[src/hdl/rle_pkg.sv]
`timescale 1ns / 1ps

package rle_pkg;

    // run cap, clamped to the range a single ASCII digit can show
    localparam int MaxRun = 9;
    localparam int RunCapInt = (MaxRun < 1) ? 1 : ((MaxRun > 9) ? 9 : MaxRun);
    localparam logic [3:0] RUN_CAP = 4'(RunCapInt);

    localparam logic [5:0] DIGIT_BASE = 6'd48;   // ASCII '0'
    localparam logic [5:0] DIGIT_MIN  = 6'd49;
    localparam logic [5:0] DIGIT_MAX  = 6'd57;

    localparam int QDepth = 4;
    localparam int QPtrW  = $clog2(QDepth);
    localparam int QCntW  = $clog2(QDepth + 1);

    // work for the back end: an optional closed run, then an optional flush
    typedef struct packed {
        logic       close_valid;
        logic [3:0] close_count;
        logic [7:0] close_symbol;
        logic       flush_valid;
        logic [3:0] flush_count;
        logic [7:0] flush_symbol;
    } pair_cmd_t;

    typedef struct packed {
        logic full;
        logic empty;
    } q_status_t;

endpackage

[src/hdl/rle_front.sv]
`timescale 1ns / 1ps

module rle_front (
    input  logic                aclk,
    input  logic                aresetn,
    input  logic                s_valid,
    output logic                s_ready,
    input  logic [7:0]          s_in_byte,
    input  logic                s_end_of_text,
    input  rle_pkg::q_status_t  q_status,
    output logic                q_push,
    output rle_pkg::pair_cmd_t  q_cmd
);

    logic [7:0] held_symbol_reg, held_symbol_next;
    logic [3:0] held_count_reg,  held_count_next;
    logic       accept;
    logic       close_run;
    logic [3:0] open_count;

    assign s_ready = !q_status.full;
    assign accept  = s_valid && s_ready;

    always_comb begin
        close_run  = 1'b0;
        open_count = 4'd1;
        if (held_count_reg != 4'd0) begin
            if ((s_in_byte != held_symbol_reg) || (held_count_reg >= rle_pkg::RUN_CAP)) begin
                close_run = 1'b1;
            end else begin
                open_count = held_count_reg + 4'd1;
            end
        end

        q_cmd.close_valid  = close_run;
        q_cmd.close_count  = held_count_reg;
        q_cmd.close_symbol = held_symbol_reg;
        q_cmd.flush_valid  = s_end_of_text;
        q_cmd.flush_count  = open_count;
        q_cmd.flush_symbol = s_in_byte;

        q_push = accept && (close_run || s_end_of_text);

        held_symbol_next = held_symbol_reg;
        held_count_next  = held_count_reg;
        if (accept) begin
            held_symbol_next = s_in_byte;
            held_count_next  = s_end_of_text ? 4'd0 : open_count;
        end
    end

    always_ff @(posedge aclk) begin
        if (!aresetn) begin
            held_symbol_reg <= 8'd0;
            held_count_reg  <= 4'd0;
        end else begin
            held_symbol_reg <= held_symbol_next;
            held_count_reg  <= held_count_next;
        end
    end

    a_count_capped: assert property (@(posedge aclk) disable iff (!aresetn)
        held_count_reg <= rle_pkg::RUN_CAP)
        else $error("open run longer than cap");

    a_eot_clears: assert property (@(posedge aclk) disable iff (!aresetn)
        (accept && s_end_of_text) |=> (held_count_reg == 4'd0))
        else $error("run left open after end of text");

    a_push_has_pair: assert property (@(posedge aclk) disable iff (!aresetn)
        q_push |-> (q_cmd.close_valid || q_cmd.flush_valid))
        else $error("empty request queued");

endmodule

[src/hdl/rle_fifo.sv]
`timescale 1ns / 1ps

module rle_fifo (
    input  logic                aclk,
    input  logic                aresetn,
    input  logic                push,
    input  rle_pkg::pair_cmd_t  push_cmd,
    input  logic                pop,
    output rle_pkg::pair_cmd_t  head_cmd,
    output rle_pkg::q_status_t  status
);

    rle_pkg::pair_cmd_t mem [rle_pkg::QDepth];

    logic [rle_pkg::QPtrW-1:0] wr_ptr_reg, wr_ptr_next;
    logic [rle_pkg::QPtrW-1:0] rd_ptr_reg, rd_ptr_next;
    logic [rle_pkg::QCntW-1:0] count_reg,  count_next;
    logic                      do_push, do_pop;

    assign status.full  = (count_reg == rle_pkg::QCntW'(rle_pkg::QDepth));
    assign status.empty = (count_reg == '0);
    assign do_push      = push && !status.full;
    assign do_pop       = pop && !status.empty;
    assign head_cmd     = mem[rd_ptr_reg];

    always_comb begin
        wr_ptr_next = do_push ? wr_ptr_reg + 1'b1 : wr_ptr_reg;
        rd_ptr_next = do_pop  ? rd_ptr_reg + 1'b1 : rd_ptr_reg;
        count_next  = count_reg;
        if (do_push && !do_pop) begin
            count_next = count_reg + 1'b1;
        end else if (!do_push && do_pop) begin
            count_next = count_reg - 1'b1;
        end
    end

    always_ff @(posedge aclk) begin
        if (do_push) begin
            mem[wr_ptr_reg] <= push_cmd;
        end
    end

    always_ff @(posedge aclk) begin
        if (!aresetn) begin
            wr_ptr_reg <= '0;
            rd_ptr_reg <= '0;
            count_reg  <= '0;
        end else begin
            wr_ptr_reg <= wr_ptr_next;
            rd_ptr_reg <= rd_ptr_next;
            count_reg  <= count_next;
        end
    end

    a_no_overflow: assert property (@(posedge aclk) disable iff (!aresetn)
        push |-> !status.full)
        else $error("request pushed into full queue");

    a_ptr_gap: assert property (@(posedge aclk) disable iff (!aresetn)
        (wr_ptr_reg - rd_ptr_reg) == count_reg[rle_pkg::QPtrW-1:0])
        else $error("queue pointers disagree with fill count");

endmodule

[src/hdl/rle_back.sv]
`timescale 1ns / 1ps

module rle_back (
    input  logic                aclk,
    input  logic                aresetn,
    input  rle_pkg::pair_cmd_t  head_cmd,
    input  rle_pkg::q_status_t  q_status,
    output logic                q_pop,
    output logic                m_valid,
    input  logic                m_ready,
    output logic [5:0]          m_count_digit,
    output logic [7:0]          m_run_symbol,
    output logic                m_last_of_item,
    output logic                m_end_of_output
);

    // set once the closed-run pair of a head request that also holds a flush has gone out
    logic phase_reg, phase_next;
    logic send_close;
    logic [3:0] cur_count;
    logic taken;

    assign m_valid = !q_status.empty;
    assign taken   = m_valid && m_ready;

    always_comb begin
        send_close = head_cmd.close_valid && !phase_reg;
        if (send_close) begin
            cur_count       = head_cmd.close_count;
            m_run_symbol    = head_cmd.close_symbol;
            m_last_of_item  = !head_cmd.flush_valid;
            m_end_of_output = 1'b0;
        end else begin
            cur_count       = head_cmd.flush_count;
            m_run_symbol    = head_cmd.flush_symbol;
            m_last_of_item  = 1'b1;
            m_end_of_output = 1'b1;
        end
        m_count_digit = rle_pkg::DIGIT_BASE + {2'b00, cur_count};

        q_pop      = 1'b0;
        phase_next = phase_reg;
        if (taken) begin
            if (send_close && head_cmd.flush_valid) begin
                phase_next = 1'b1;
            end else begin
                q_pop      = 1'b1;
                phase_next = 1'b0;
            end
        end
    end

    always_ff @(posedge aclk) begin
        if (!aresetn) begin
            phase_reg <= 1'b0;
        end else begin
            phase_reg <= phase_next;
        end
    end

    a_phase_needs_both: assert property (@(posedge aclk) disable iff (!aresetn)
        phase_reg |-> (!q_status.empty && head_cmd.close_valid && head_cmd.flush_valid))
        else $error("second half pending without a two-pair request");

    a_digit_range: assert property (@(posedge aclk) disable iff (!aresetn)
        m_valid |-> (m_count_digit >= rle_pkg::DIGIT_MIN && m_count_digit <= rle_pkg::DIGIT_MAX))
        else $error("count digit out of range");

endmodule

[src/hdl/rle_encode_capped_run_top.sv]
`timescale 1ns / 1ps

// Run-length encoder with runs capped at nine bytes. Bytes enter on the s_ channel,
// one per cycle while the queue has room; each closed run leaves on the m_ channel
// as an ASCII count digit ('1'..'9') and the symbol. A byte flagged end_of_text
// flushes the open run, so one byte can yield two pairs; last_of_item marks the final
// pair of a byte and end_of_output the flush pair. The front end tracks the run for
// each byte and queues pair requests in a four-entry queue; the back end drives one
// pair per cycle while m_ready is high, straight from the queue head. A byte that
// closes a run and ends the text sends both pairs from one queue entry. s_ready drops
// only when the queue is full.
module rle_encode_capped_run_top (
    input  logic       aclk,
    input  logic       aresetn,
    input  logic       s_valid,
    output logic       s_ready,
    input  logic [7:0] s_in_byte,
    input  logic       s_end_of_text,
    output logic       m_valid,
    input  logic       m_ready,
    output logic [5:0] m_count_digit,
    output logic [7:0] m_run_symbol,
    output logic       m_last_of_item,
    output logic       m_end_of_output
);

    rle_pkg::pair_cmd_t push_cmd;
    rle_pkg::pair_cmd_t head_cmd;
    rle_pkg::q_status_t q_status;
    logic               q_push;
    logic               q_pop;

    rle_front u_front (
        .aclk          (aclk),
        .aresetn       (aresetn),
        .s_valid       (s_valid),
        .s_ready       (s_ready),
        .s_in_byte     (s_in_byte),
        .s_end_of_text (s_end_of_text),
        .q_status      (q_status),
        .q_push        (q_push),
        .q_cmd         (push_cmd)
    );

    rle_fifo u_fifo (
        .aclk     (aclk),
        .aresetn  (aresetn),
        .push     (q_push),
        .push_cmd (push_cmd),
        .pop      (q_pop),
        .head_cmd (head_cmd),
        .status   (q_status)
    );

    rle_back u_back (
        .aclk            (aclk),
        .aresetn         (aresetn),
        .head_cmd        (head_cmd),
        .q_status        (q_status),
        .q_pop           (q_pop),
        .m_valid         (m_valid),
        .m_ready         (m_ready),
        .m_count_digit   (m_count_digit),
        .m_run_symbol    (m_run_symbol),
        .m_last_of_item  (m_last_of_item),
        .m_end_of_output (m_end_of_output)
    );

endmodule
[config.mk]
export PLATFORM = sky130hd
export DESIGN_NAME = rle_encode_capped_run_top
export DESIGN_NICKNAME = d
export VERILOG_FILES = /design/src/hdl/rle_pkg.sv /design/src/hdl/rle_front.sv /design/src/hdl/rle_fifo.sv /design/src/hdl/rle_back.sv /design/src/hdl/rle_encode_capped_run_top.sv
export SDC_FILE = /design/constraint.sdc
export NUM_CORES = 1
export LEC_CHECK = 0
export BUFFER_PORTS_ARGS = -buffer_cell sky130_fd_sc_hd__buf_4
export CAP_MARGIN = 10
export CORE_ASPECT_RATIO = 1.5
export CORE_MARGIN = 8
export CORE_UTILIZATION = 30
export CTS_CLUSTER_SIZE = 20
export DETAILED_ROUTE_END_ITERATION = 12
export GPL_TIMING_DRIVEN = 0
export MAX_ROUTING_LAYER = met4
export SLEW_MARGIN = 20
export SYNTH_ARGS = -nofsm -noshare
export SYNTH_HDL_FRONTEND = slang
export SYNTH_SLANG_ARGS = --single-unit
[constraint.sdc]
create_clock -name aclk -period 3.8 [get_ports aclk]
set_clock_uncertainty 0.1 [all_clocks]
set_input_delay 0.19 -clock aclk [delete_from_list [all_inputs] [get_ports aclk]]
set_output_delay 0.19 -clock aclk [all_outputs]
set_load 0.03 [all_outputs]
==> results of run 1 <==
-- metal layers --
metal,part of all wire,up-vias,track usage
met5,0,-,-
met4,0.017,0,0.0443
met2,0.53,87,0.202
met1,0.41,1520,0.117
met3,0.043,17,0.0287
li1,-,1516,-
-- area by class of cell --
type / count / area, um2 / area share
Multi-Input combinational cell: 229 / 1590 / 0.244
Timing Repair Buffer: 38 / 310 / 0.0476
Buffer: 20 / 123 / 0.0188
Clock buffer: 18 / 439 / 0.0673
Sequential cell: 126 / 3560 / 0.546
Clock inverter: 14 / 191 / 0.0293
Inverter: 8 / 42.5 / 0.00652
Tap cell: 213 / 267 / 0.0408
-- placed cells by master (no fill, tap or decap), types with 2 or more instances in the layout --
| cell type | instances |
|---|---|
| bufinv_16 | 4 |
| o31ai_1 | 3 |
| mux4_2 | 2 |
| nor2b_1 | 3 |
| or2_2 | 3 |
| or3_1 | 4 |
| clkbuf_16 | 17 |
| a21boi_0 | 10 |
| nor4_1 | 3 |
| nand2_1 | 76 |
| and2_1 | 6 |
| a32o_1 | 12 |
| ha_1 | 8 |
| clkinv_4 | 2 |
| a21oi_1 | 2 |
| xnor2_1 | 2 |
| buf_6 | 4 |
| clkbuf_1 | 9 |
| clkinvlp_4 | 4 |
| o21ai_0 | 2 |
| a31oi_1 | 14 |
| inv_1 | 7 |
| dfxtp_1 | 22 |
| clkinv_2 | 3 |
| mux2_2 | 12 |
| xor2_1 | 10 |
| mux2i_1 | 27 |
| nor2_1 | 6 |
| nand3_1 | 2 |
| edfxtp_1 | 104 |
| dlygate4sd3_1 | 10 |
| buf_2 | 2 |
| and2_2 | 4 |
| buf_4 | 32 |
| nand2b_1 | 5 |
| conb_1 | 2 |
-- metrics by stage --
step | util | instances | power, W | hold WS [ns] | setup slack, ns
final | 0.376 | 666 | 0.00480 | 0.0381 | 0.482
after global routing | 0.376 | 666 | 0.00501 | 0.0844 | 0.180
after CTS | 0.376 | 666 | 0.00486 | 0.0271 | 0.435
after detailed placement | 0.334 | 624 | 0.00315 | 0.327 | 0.572
after global placement | 0.334 | 624 | 0.00311 | 0.321 | 0.636
after floorplan | - | 383 | 0.00265 | 0.189 | 1.17
-- worst max path at each step --
stage / to / slack [ns] / depth (start not counted) / from
finish: u_fifo.count_reg[2] / 0.48 / 13 / s_in_byte[6]
CTS: u_fifo.count_reg[2] / 0.43 / 13 / s_in_byte[6]
floorplan: u_fifo.count_reg[2] / 1.17 / 13 / u_front.held_count_reg[0]
detailed placement: u_fifo.count_reg[2] / 0.57 / 11 / u_front.held_symbol_reg[6]
global route: u_fifo.count_reg[2] / 0.18 / 13 / s_in_byte[6]
global placement: u_fifo.mem[3][4] / 0.64 / 6 / u_front.held_symbol_reg[6]
-- critical path: stages --
cell,delay (ns)
dlygate4sd3_1,0.54
buf_4,0.16
xor2_1,0.18
nor4_1,0.69
nand3_2,0.33
o211a_1,0.32
buf_6,0.13
ha_1,0.21
inv_1,0.08
fa_1,0.17
xor2_1,0.08
or3_1,0.31
a21boi_0,0.16
-- logic make-up after synthesis --
kind of cell,count (synthesis),synth area share
multiplexers,41,0.0848
adder cells (fa/ha/maj),9,0.0226
flip-flops,126,0.671
AO/OA/AOI/OAI,49,0.0705
other,1,0.000706
AND/OR/NAND/NOR,116,0.0992
buffers and inverters,28,0.0311
XOR/XNOR,12,0.0198
-- power groups by stage --
stage | registers, W | clock network (W) | logic [W]
finish | 0.00170 | 0.00170 | 0.00140
global route | 0.00172 | 0.00178 | 0.00151
CTS | 0.00170 | 0.00171 | 0.00144
detailed placement | 0.00173 | 0 | 0.00142
global placement | 0.00172 | 0 | 0.00139
floorplan | 0.00171 | 0 | 0.000935
==> out/metrics.yaml, run 1 <==
status: "finished, final reports clean"
cts_made_buffers: 17
syn_to_final_growth_pct: 22.9
grt_overflow: 0
yosysTopAreaCell: "edfxtp_1"
routed_wl_um: 11700
wl_per_cell_um: 17.5
drtAntennaViolNets: 0
hp-start: "m_ready"
die_h_um: 179
gp_congestion: 0.757
postPlaceCellArea_mm2: 0.00579
crit_path_end_kind: "flip-flop"
power_density_mw_per_mm2: 735
initial_core_util: 0.306
clock.fmax_mhz: 301
worstReg2RegEnd: "u_fifo.count_reg[2]"
num_rows: 59
combPwrFrac: 0.291
netlist.area_leader.share: 0.588
rsz0062_at_grt: "false"
htree_levels: 4
yosysWarnings: 0
core_area_mm2: 0.0173
io_pins: 31
ys_types: 42
cts.clk_slew.worst_paths_ns: 0.05
synth_edf_count: 104
grt_max_degree: 27
maxCapViolCount: 0
syn_inst: 382
leakage_nw: 2.37
finalSetupViolations: 0
antenna_found_initial: 0
post_drt_via_cell_ratio: 4.71
drtIter0Drc: 222
post_cts_buffers: 0
cts_hold_buf: 10
grt_first_pass_wirelength_um: 18700
tightest_slew_ns: 0.776
cts_num_sinks: 126
syn_area_mm2: 0.00531
crit_fanout: 9
synth_most_common_cell: "edfxtp_1"
min_path_cells: 4
cts_resized: 0
hold_path.class: "in2reg"
power_frac_seq: 0.355
max_slew_margin: 0.483
peakVddDrop_v: 0.000388
holdPathEnd: "u_back.phase_reg"
swShare: 0.316
port_buffers: 28
grtUsageTotal: 0.113
cts.path.max_buffers: 2
hold_viol: 0
ys_seq_area_frac: 0.671
syn_avg_cell_area_um2: 13.9
required_ns: 4.03
drc: 0
dieArea_mm2: 0.0223
p_sw_w: 0.00151
drive_gt1_frac: 0.212
intPower_w: 0.00328
design_area_mm2: 0.00653
dpl.hpwl_um: 7580
ys.flop_type: "edfxtp_1"
finalCriticalPeriod_ns: 3.32
r2r_slack_ns: 0.61
r2r_start: "u_front.held_symbol_reg[6]"
synth-async-reset-ratio: 0
synth-seq-cells: 126
largest_register_ffs: 104
synth_common_cells: "edfxtp_1, nand2_1, mux2i_1, dfxtp_1, a31oi_1"
start_kind: "primary input"
r2r_cells: 11
fin_tns_setup_ns: 0
vias: 3140
power_frac_clock: 0.354
dieWidth_um: 125
ys_top_cells_by_area: "edfxtp_1, dfxtp_1, nand2_1"
fin_crit_sh: 0.873
grt_pass1_vias: 3411
drt-pass1-iter-count: 4
cts_tree: "yes"
fillers: 1601
final_max_slew_viol_count: 0
cp_data_arrival_time_ns: 3.55
path_class: "in2reg"
finalNetCount: 462
antenna_cells: 0
cts-root-buf: "clkbuf_16"
clock_latency_ns: 0.40
No activity file was read; power rests on OpenSTA's default activity.
==> run 2: changes to the inputs <==
==> constraint.sdc (replaced) <==
create_clock -name aclk -period 2.7 [get_ports aclk]
set_clock_uncertainty 0.1 [all_clocks]
set_input_delay 0.135 -clock aclk [delete_from_list [all_inputs] [get_ports aclk]]
set_output_delay 0.135 -clock aclk [all_outputs]
set_load 0.03 [all_outputs]
==> run 2 against run 1 <==
Highest routed layer unchanged. Cell count is 1.2% higher. Sequential share of layout area is 1.7 points lower. Critical path type unchanged. Non-clock buffer count is 8 higher.
==> out/metrics.yaml, run 2 (synthesis gave the netlist of run 1 again) <==
status: "finished, final reports clean"  # unchanged
tightest_slew_ns: 0.775  # was 0.776 ns
cts_num_sinks: 126  # unchanged
required_ns: 2.94  # was 4.03 ns
power_density_mw_per_mm2: 1030  # was 735 mW/mm2
worstReg2RegEnd: "u_fifo.count_reg[2]"  # unchanged
drc: 0  # unchanged
syn_to_final_growth_pct: 27.2  # was 22.9%
cts-root-buf: "clkbuf_16"  # unchanged
start_kind: "primary input"  # unchanged
path_cells: "dlygate4sd3_1, buf_4, xor2_1, nor4_4, nand3_4, o211a_1, buf_6, ha_4, inv_1, fa_1, xor2_1, or3_1, a21boi_1"  # was dlygate4sd3_1, buf_4, xor2_1, nor4_1, nand3_2, o211a_1, buf_6, ha_1, inv_1, fa_1, xor2_1, or3_1, a21boi_0
finalNetCount: 470  # was 462
wl_met3_um: 423  # was 502 um
r2r_slack_ns: 0.14  # was 0.61 ns
worst_path_largest_cell_delay_ns: 0.55  # was 0.69 ns
intPower_w: 0.00472  # was 0.00328 W
htree_levels: 4  # unchanged
route.met2.wl_um: 6280  # was 6250 um
antenna_found_initial: 0  # unchanged
routed_wl_um: 11900  # was 11,700 um
holdPathEnd: "u_front.held_count_reg[0]"  # was u_back.phase_reg
fin_total_pwr_w: 0.00694  # was 0.00480 W
clock_latency_ns: 0.40  # about the same
final_util: 0.389  # was 0.376
crit_path_end_kind: "flip-flop"  # unchanged
power_frac_seq: 0.346  # was 0.355
hp-start: "s_valid"  # was m_ready
path_buf_inv: 4  # unchanged
fin_tns_setup_ns: 0  # unchanged
grt_max_degree: 27  # unchanged
port_buffers: 28  # unchanged
grtUsageTotal: 0.114  # was 0.113
crit_family: "buffers and inverters"  # was simple AND/OR/NAND/NOR gates
vias: 3165  # was 3,140
largest_register_ffs: 104  # unchanged
top_layer: "met4"  # unchanged
final_common_cell: "edfxtp_1"  # unchanged
hold_path.class: "in2reg"  # unchanged
drtIter0Drc: 217  # was 222
cts_made_buffers: 17  # unchanged
post_drt_via_cell_ratio: 4.70  # was 4.71
die_h_um: 179  # unchanged
finalCriticalPeriod_ns: 2.62
cts.path.max_buffers: 2  # unchanged
cp_slowest_cell: "dlygate4sd3_1"  # was nor4_1
grt_first_pass_wirelength_um: 18900  # was 18,700 um
min_path_cells: 3  # was 4
leakage_nw: 2.45  # was 2.37 nW
peakVddDrop_v: 0.000499  # was 0.000388 V
combPwrFrac: 0.309  # was 0.291
crit_top_cell: "xor2_1"  # unchanged
grt_overflow: 0  # unchanged
cts.clk_slew.worst_paths_ns: 0.06  # was 0.05 ns
final_max_slew_viol_count: 0  # unchanged
finalSetupViolations: 0  # unchanged
antenna_cells: 0  # unchanged
r2r_start: "u_front.held_symbol_reg[7]"  # was u_front.held_symbol_reg[6]
core_area_mm2: 0.0173  # unchanged
dieWidth_um: 125  # unchanged
dieArea_mm2: 0.0223  # unchanged
mostFrequentLayoutCells: "edfxtp_1, nand2_1, buf_4"  # unchanged
r2r_cells: 11  # unchanged
crit_fanout: 7  # was 9
fin_crit_sh: 0.969
p_sw_w: 0.00221  # was 0.00151 W
clock.fmax_mhz: 382
wl_per_cell_um: 17.7  # was 17.5 um
cp_data_arrival_time_ns: 2.85  # was 3.55 ns
drive_gt1_frac: 0.273  # was 0.212
maxCapViolCount: 0  # unchanged
drtAntennaViolNets: 0  # unchanged
dpl.hpwl_um: 7580  # unchanged
grt_pass1_vias: 3447  # was 3,411
cts_tree: "yes"  # unchanged
num_rows: 59  # unchanged
io_pins: 31  # unchanged
power_frac_clock: 0.345  # was 0.354
initial_core_util: 0.306  # unchanged
drt-pass1-iter-count: 5  # was 4
wl_met1_um: 4950  # was 4740 um
rsz0062_at_grt: "true"  # was false
max_slew_margin: 0.483  # about the same
path_class: "in2reg"  # unchanged
hold_viol: 0  # unchanged
gp_congestion: 0.757  # unchanged
swShare: 0.319  # was 0.316
-- run 2: cell count changes in the layout (fill, tap and decap cells not counted), sizes merged --
cell / previous run / this run
buf: 39 / 47
dlygate4sd3: 10 / 11
clkbuf: 27 / 26
-- run 2: routing by layer --
layer  vias to the layer above  GRT usage
li1                       1535          -
met1                      1533      0.119
met2                        77      0.200
met3                        20     0.0296
met4                         0     0.0499
met5                         -          -
-- run 2: worst reg2reg max path: cells and delay by family (launching register included) --
family | cells | cell delay, ns
buf+inv | 2 | 0.17
fa+ha+maj | 2 | 0.51
simple gates | 3 | 0.52
xor+xnor | 2 | 0.50
flops | 1 | 0.43
compound gates | 2 | 0.27
-- run 2: final cells by class --
class	count	area [um2]
Clock buffer	18	439
Sequential cell	126	3570
Clock inverter	14	191
Fill cell	1569	10600
Timing Repair Buffer	47	388
Inverter	8	42.5
Tap cell	213	267
Multi-Input combinational cell	229	1720
Buffer	19	136
-- run 2: timing repair --
action | 4_1_cts | 5_1_grt
pin swaps | 0 | 4
setup buffers | 1 | 7
resized for setup | 23 | 15
setup endpoints to repair | 119 | 11
hold endpoints to repair | 51 | 0
hold buffers | 11 | 0
-- run 2: worst max path at each step --
stage | startpoint | to | slack, ns | cells past startpoint
2_1_floorplan | u_front.held_count_reg[0] | u_fifo.count_reg[2] | 0.07 | 13
3_3_place_gp | u_front.held_symbol_reg[6] | u_fifo.mem[3][4] | -0.46 | 6
3_5_place_dp | u_front.held_symbol_reg[6] | u_fifo.count_reg[2] | -0.53 | 11
4_1_cts | flip-flop | m_run_symbol[6] | -0.002 | 9
5_1_grt | s_in_byte[1] | u_fifo.count_reg[2] | -0.04 | 13
6_report | s_in_byte[1] | u_fifo.count_reg[2] | 0.08 | 13
-- run 2: power by group through the flow --
stage | Sequential (W) | Combinational, W | Clock [W]
after CTS | 0.00240 | 0.00209 | 0.00241
after global routing | 0.00242 | 0.00230 | 0.00251
after detailed placement | 0.00244 | 0.00199 | 0
after floorplan | 0.00241 | 0.00132 | 0
after global placement | 0.00243 | 0.00195 | 0
final | 0.00240 | 0.00215 | 0.00239
-- run 2: through the flow --
stage | instance area, um2 | hold slack [ns] | std cells | setup WS, ns
after floorplan | 5310 | 0.134 | 383 | 0.0713
after global placement | 5790 | 0.266 | 624 | -0.464
after detailed placement | 5790 | 0.272 | 624 | -0.528
after CTS | 6640 | 0.103 | 667 | -0.00168
after global routing | 6750 | 0.131 | 674 | -0.0431
final | 6750 | 0.116 | 674 | 0.0828
==> run 3: changes to the inputs <==
--- a/config.mk
+++ b/config.mk
@@ -9,11 +9,13 @@
 export CAP_MARGIN = 10
 export CORE_ASPECT_RATIO = 1.5
 export CORE_MARGIN = 8
-export CORE_UTILIZATION = 30
+export CORE_UTILIZATION = 50
 export CTS_CLUSTER_SIZE = 20
 export DETAILED_ROUTE_END_ITERATION = 12
+export GPL_ROUTABILITY_DRIVEN = 0
 export GPL_TIMING_DRIVEN = 0
 export MAX_ROUTING_LAYER = met4
+export PLACE_DENSITY = 0.7
 export SLEW_MARGIN = 20
 export SYNTH_ARGS = -nofsm -noshare
 export SYNTH_HDL_FRONTEND = slang
==> run 3 against run 2 <==
Routed wire length down 4.6%. Critical path type is now reg2out. Die area down 36%. Cell area down 3.2%. Sequential share of layout area up 1.7 points.
==> out/metrics.yaml, run 3 (synthesis gave the netlist of run 1 again) <==
power_density_mw_per_mm2: 1030  # about the same
largest_register_ffs: 104  # unchanged
path_depth: 9  # was 13
mostFrequentLayoutCells: "edfxtp_1, nand2_1, buf_4"  # unchanged
grt_overflow: 0  # unchanged
postPlaceCellArea_mm2: 0.00571  # was 0.00579 mm2
die_h_um: 142  # was 179 um
cts.clk_slew.worst_paths_ns: 0.05  # was 0.06 ns
power_frac_seq: 0.358  # was 0.346
fin_tns_setup_ns: 0  # unchanged
finalCriticalPeriod_ns: 2.60  # was 2.62 ns
clock_latency_ns: 0.41  # was 0.40 ns
drtIter0Drc: 181  # was 217
path_class: "reg2out"  # was in2reg
start_kind: "flip-flop"  # was primary input
crit_path_end_kind: "primary output"  # was flip-flop
max_slew_margin: 0.485  # was 0.483
port_buffers: 28  # unchanged
hold_viol: 0  # unchanged
required_ns: 2.47  # was 2.94 ns
finalNetCount: 469  # was 470
crit_top_cell: "buf_6"  # was xor2_1
cts_made_buffers: 17  # unchanged
holdWs_ns: 0.0332  # was 0.116 ns
peakVddDrop_v: 0.000615  # was 0.000499 V
dp_slack_ns: -0.407  # was -0.528 ns
drt-pass1-iter-count: 4  # was 5
r2r_cells: 13  # was 11
swShare: 0.313  # was 0.319
dieArea_mm2: 0.0142  # was 0.0223 mm2
worst_slack_ns: 0.0971  # was 0.0828 ns
grt_first_pass_wirelength_um: 17700  # was 18,900 um
finalSetupViolations: 0  # unchanged
routed_wl_um: 11400  # was 11,900 um
grtUsageTotal: 0.176  # was 0.114
worst_path_largest_cell_delay_ns: 0.52  # was 0.55 ns
min_path_cells: 4  # was 3
final_max_slew_viol_count: 0  # unchanged
power_frac_clock: 0.337  # was 0.345
status: "finished, final reports clean"  # unchanged
cts_tree: "yes"  # unchanged
cp_data_arrival_time_ns: 2.37  # was 2.85 ns
drtAntennaViolNets: 0  # unchanged
vias: 3242  # was 3,165
drc: 0  # unchanged
combPwrFrac: 0.306  # was 0.309
fillers: 815  # was 1,569
p_sw_w: 0.00210  # was 0.00221 W
wl_per_cell_um: 18.9  # was 17.7 um
path_buf_inv: 5  # was 4
crit_family: "buffers and inverters"  # unchanged
final_common_cell: "edfxtp_1"  # unchanged
io_pins: 31  # unchanged
tightest_slew_ns: 0.773  # was 0.775 ns
path_cells: "buf_6, mux4_2, and2_4, buf_6, clkinv_8, buf_6, nand2_1, a31oi_1, buf_4"  # was dlygate4sd3_1, buf_4, xor2_1, nor4_4, nand3_4, o211a_1, buf_6, ha_4, inv_1, fa_1, xor2_1, or3_1, a21boi_1
cts-root-buf: "clkbuf_16"  # unchanged
antenna_cells: 0  # unchanged
syn_to_final_growth_pct: 23.1  # was 27.2%
intPower_w: 0.00461  # was 0.00472 W
dpl.hpwl_um: 6940  # was 7580 um
core_area_mm2: 0.0105  # was 0.0173 mm2
grt_max_degree: 27  # unchanged
fin_total_pwr_w: 0.00670  # was 0.00694 W
initial_core_util: 0.507  # was 0.306
design_area_mm2: 0.00653  # was 0.00675 mm2
antenna_found_initial: 0  # unchanged
cts.path.max_buffers: 2  # unchanged
crit_fanout: 10  # was 7
cp_slowest_cell: "mux4_2"  # was dlygate4sd3_1
hold_path.class: "in2reg"  # unchanged
cts_num_sinks: 126  # unchanged
clock.fmax_mhz: 384  # was 382 MHz
grt_pass1_vias: 3376  # was 3,447
maxCapViolCount: 0  # unchanged
post_drt_via_cell_ratio: 5.37  # was 4.70
num_rows: 46  # was 59
fin_crit_sh: 0.964  # was 0.969
leakage_nw: 2.43  # was 2.45 nW
drive_gt1_frac: 0.241  # was 0.273
dieWidth_um: 100  # was 125 um
htree_levels: 4  # unchanged
[run 3: changes by cell type in the layout (fill, tap and decap cells not counted), sizes merged]
| cell | before | now |
|---|---|---|
| buf | 47 | 48 |
| bufinv | 4 | 3 |
| clkbuf | 26 | 31 |
| clkinvlp | 4 | 0 |
| dlygate4sd3 | 11 | 10 |
| inv | 8 | 7 |
[run 3: area by class of cell]
cell class                 instances  area, um2  share of cell area
clock buffer                      24        472              0.0722
multi-input combinational        229       1650               0.252
buffer                            19        131              0.0201
clock inverter                     8        115              0.0176
tap                              144        180              0.0276
timing repair buffer              46        374              0.0573
inverter                           8       42.5             0.00651
sequential                       126       3570               0.547
[run 3: power groups by stage]
stage	sequential [W]	combinational (W)	clock, W
5_1_grt	0.00241	0.00219	0.00236
6_report	0.00240	0.00205	0.00226
2_1_floorplan	0.00241	0.00132	0
3_5_place_dp	0.00244	0.00195	0
4_1_cts	0.00240	0.00199	0.00228
3_3_place_gp	0.00243	0.00192	0
[run 3: metal layers]
metal / global-route usage / wire [um] / share of wire
met1: 0.174 / 4480 / 0.39
met2: 0.314 / 6300 / 0.55
met3: 0.0500 / 392 / 0.034
met4: 0.0728 / 226 / 0.020
met5: - / 0 / 0
[run 3: path summary, 6_finish.rpt]
kind / start / to / slack [ns]
setup / recovery: flip-flop / m_count_digit[0] / 0.1
hold reg to reg: u_front.held_count_reg[0] / u_fifo.mem[1][21] / 0.37
setup reg to reg: u_front.held_count_reg[0] / u_fifo.count_reg[2] / 0.14
hold / removal: m_ready / u_back.phase_reg / 0.03
[run 3: timing repair]
| item | CTS | global route |
|---|---|---|
| hold buffers | 10 | 0 |
| endpoints found under the setup margin | 118 | 7 |
| setup buffers | 1 | 7 |
| gates resized for setup | 11 | 12 |
| cloned | 0 | 0 |
| endpoints found under the hold margin | 50 | 0 |
[run 3: through the flow]
step,util,cells
after detailed placement,0.545,555
final,0.624,604
after CTS,0.615,598
after global placement,0.544,555
after floorplan,-,383
after global routing,0.624,604
[run 3: worst min-delay path, cell delays in order]
cell,delay (ns)
buf_4,0.08
and2_1,0.11
o21ai_0,0.07
nor2_1,0.10
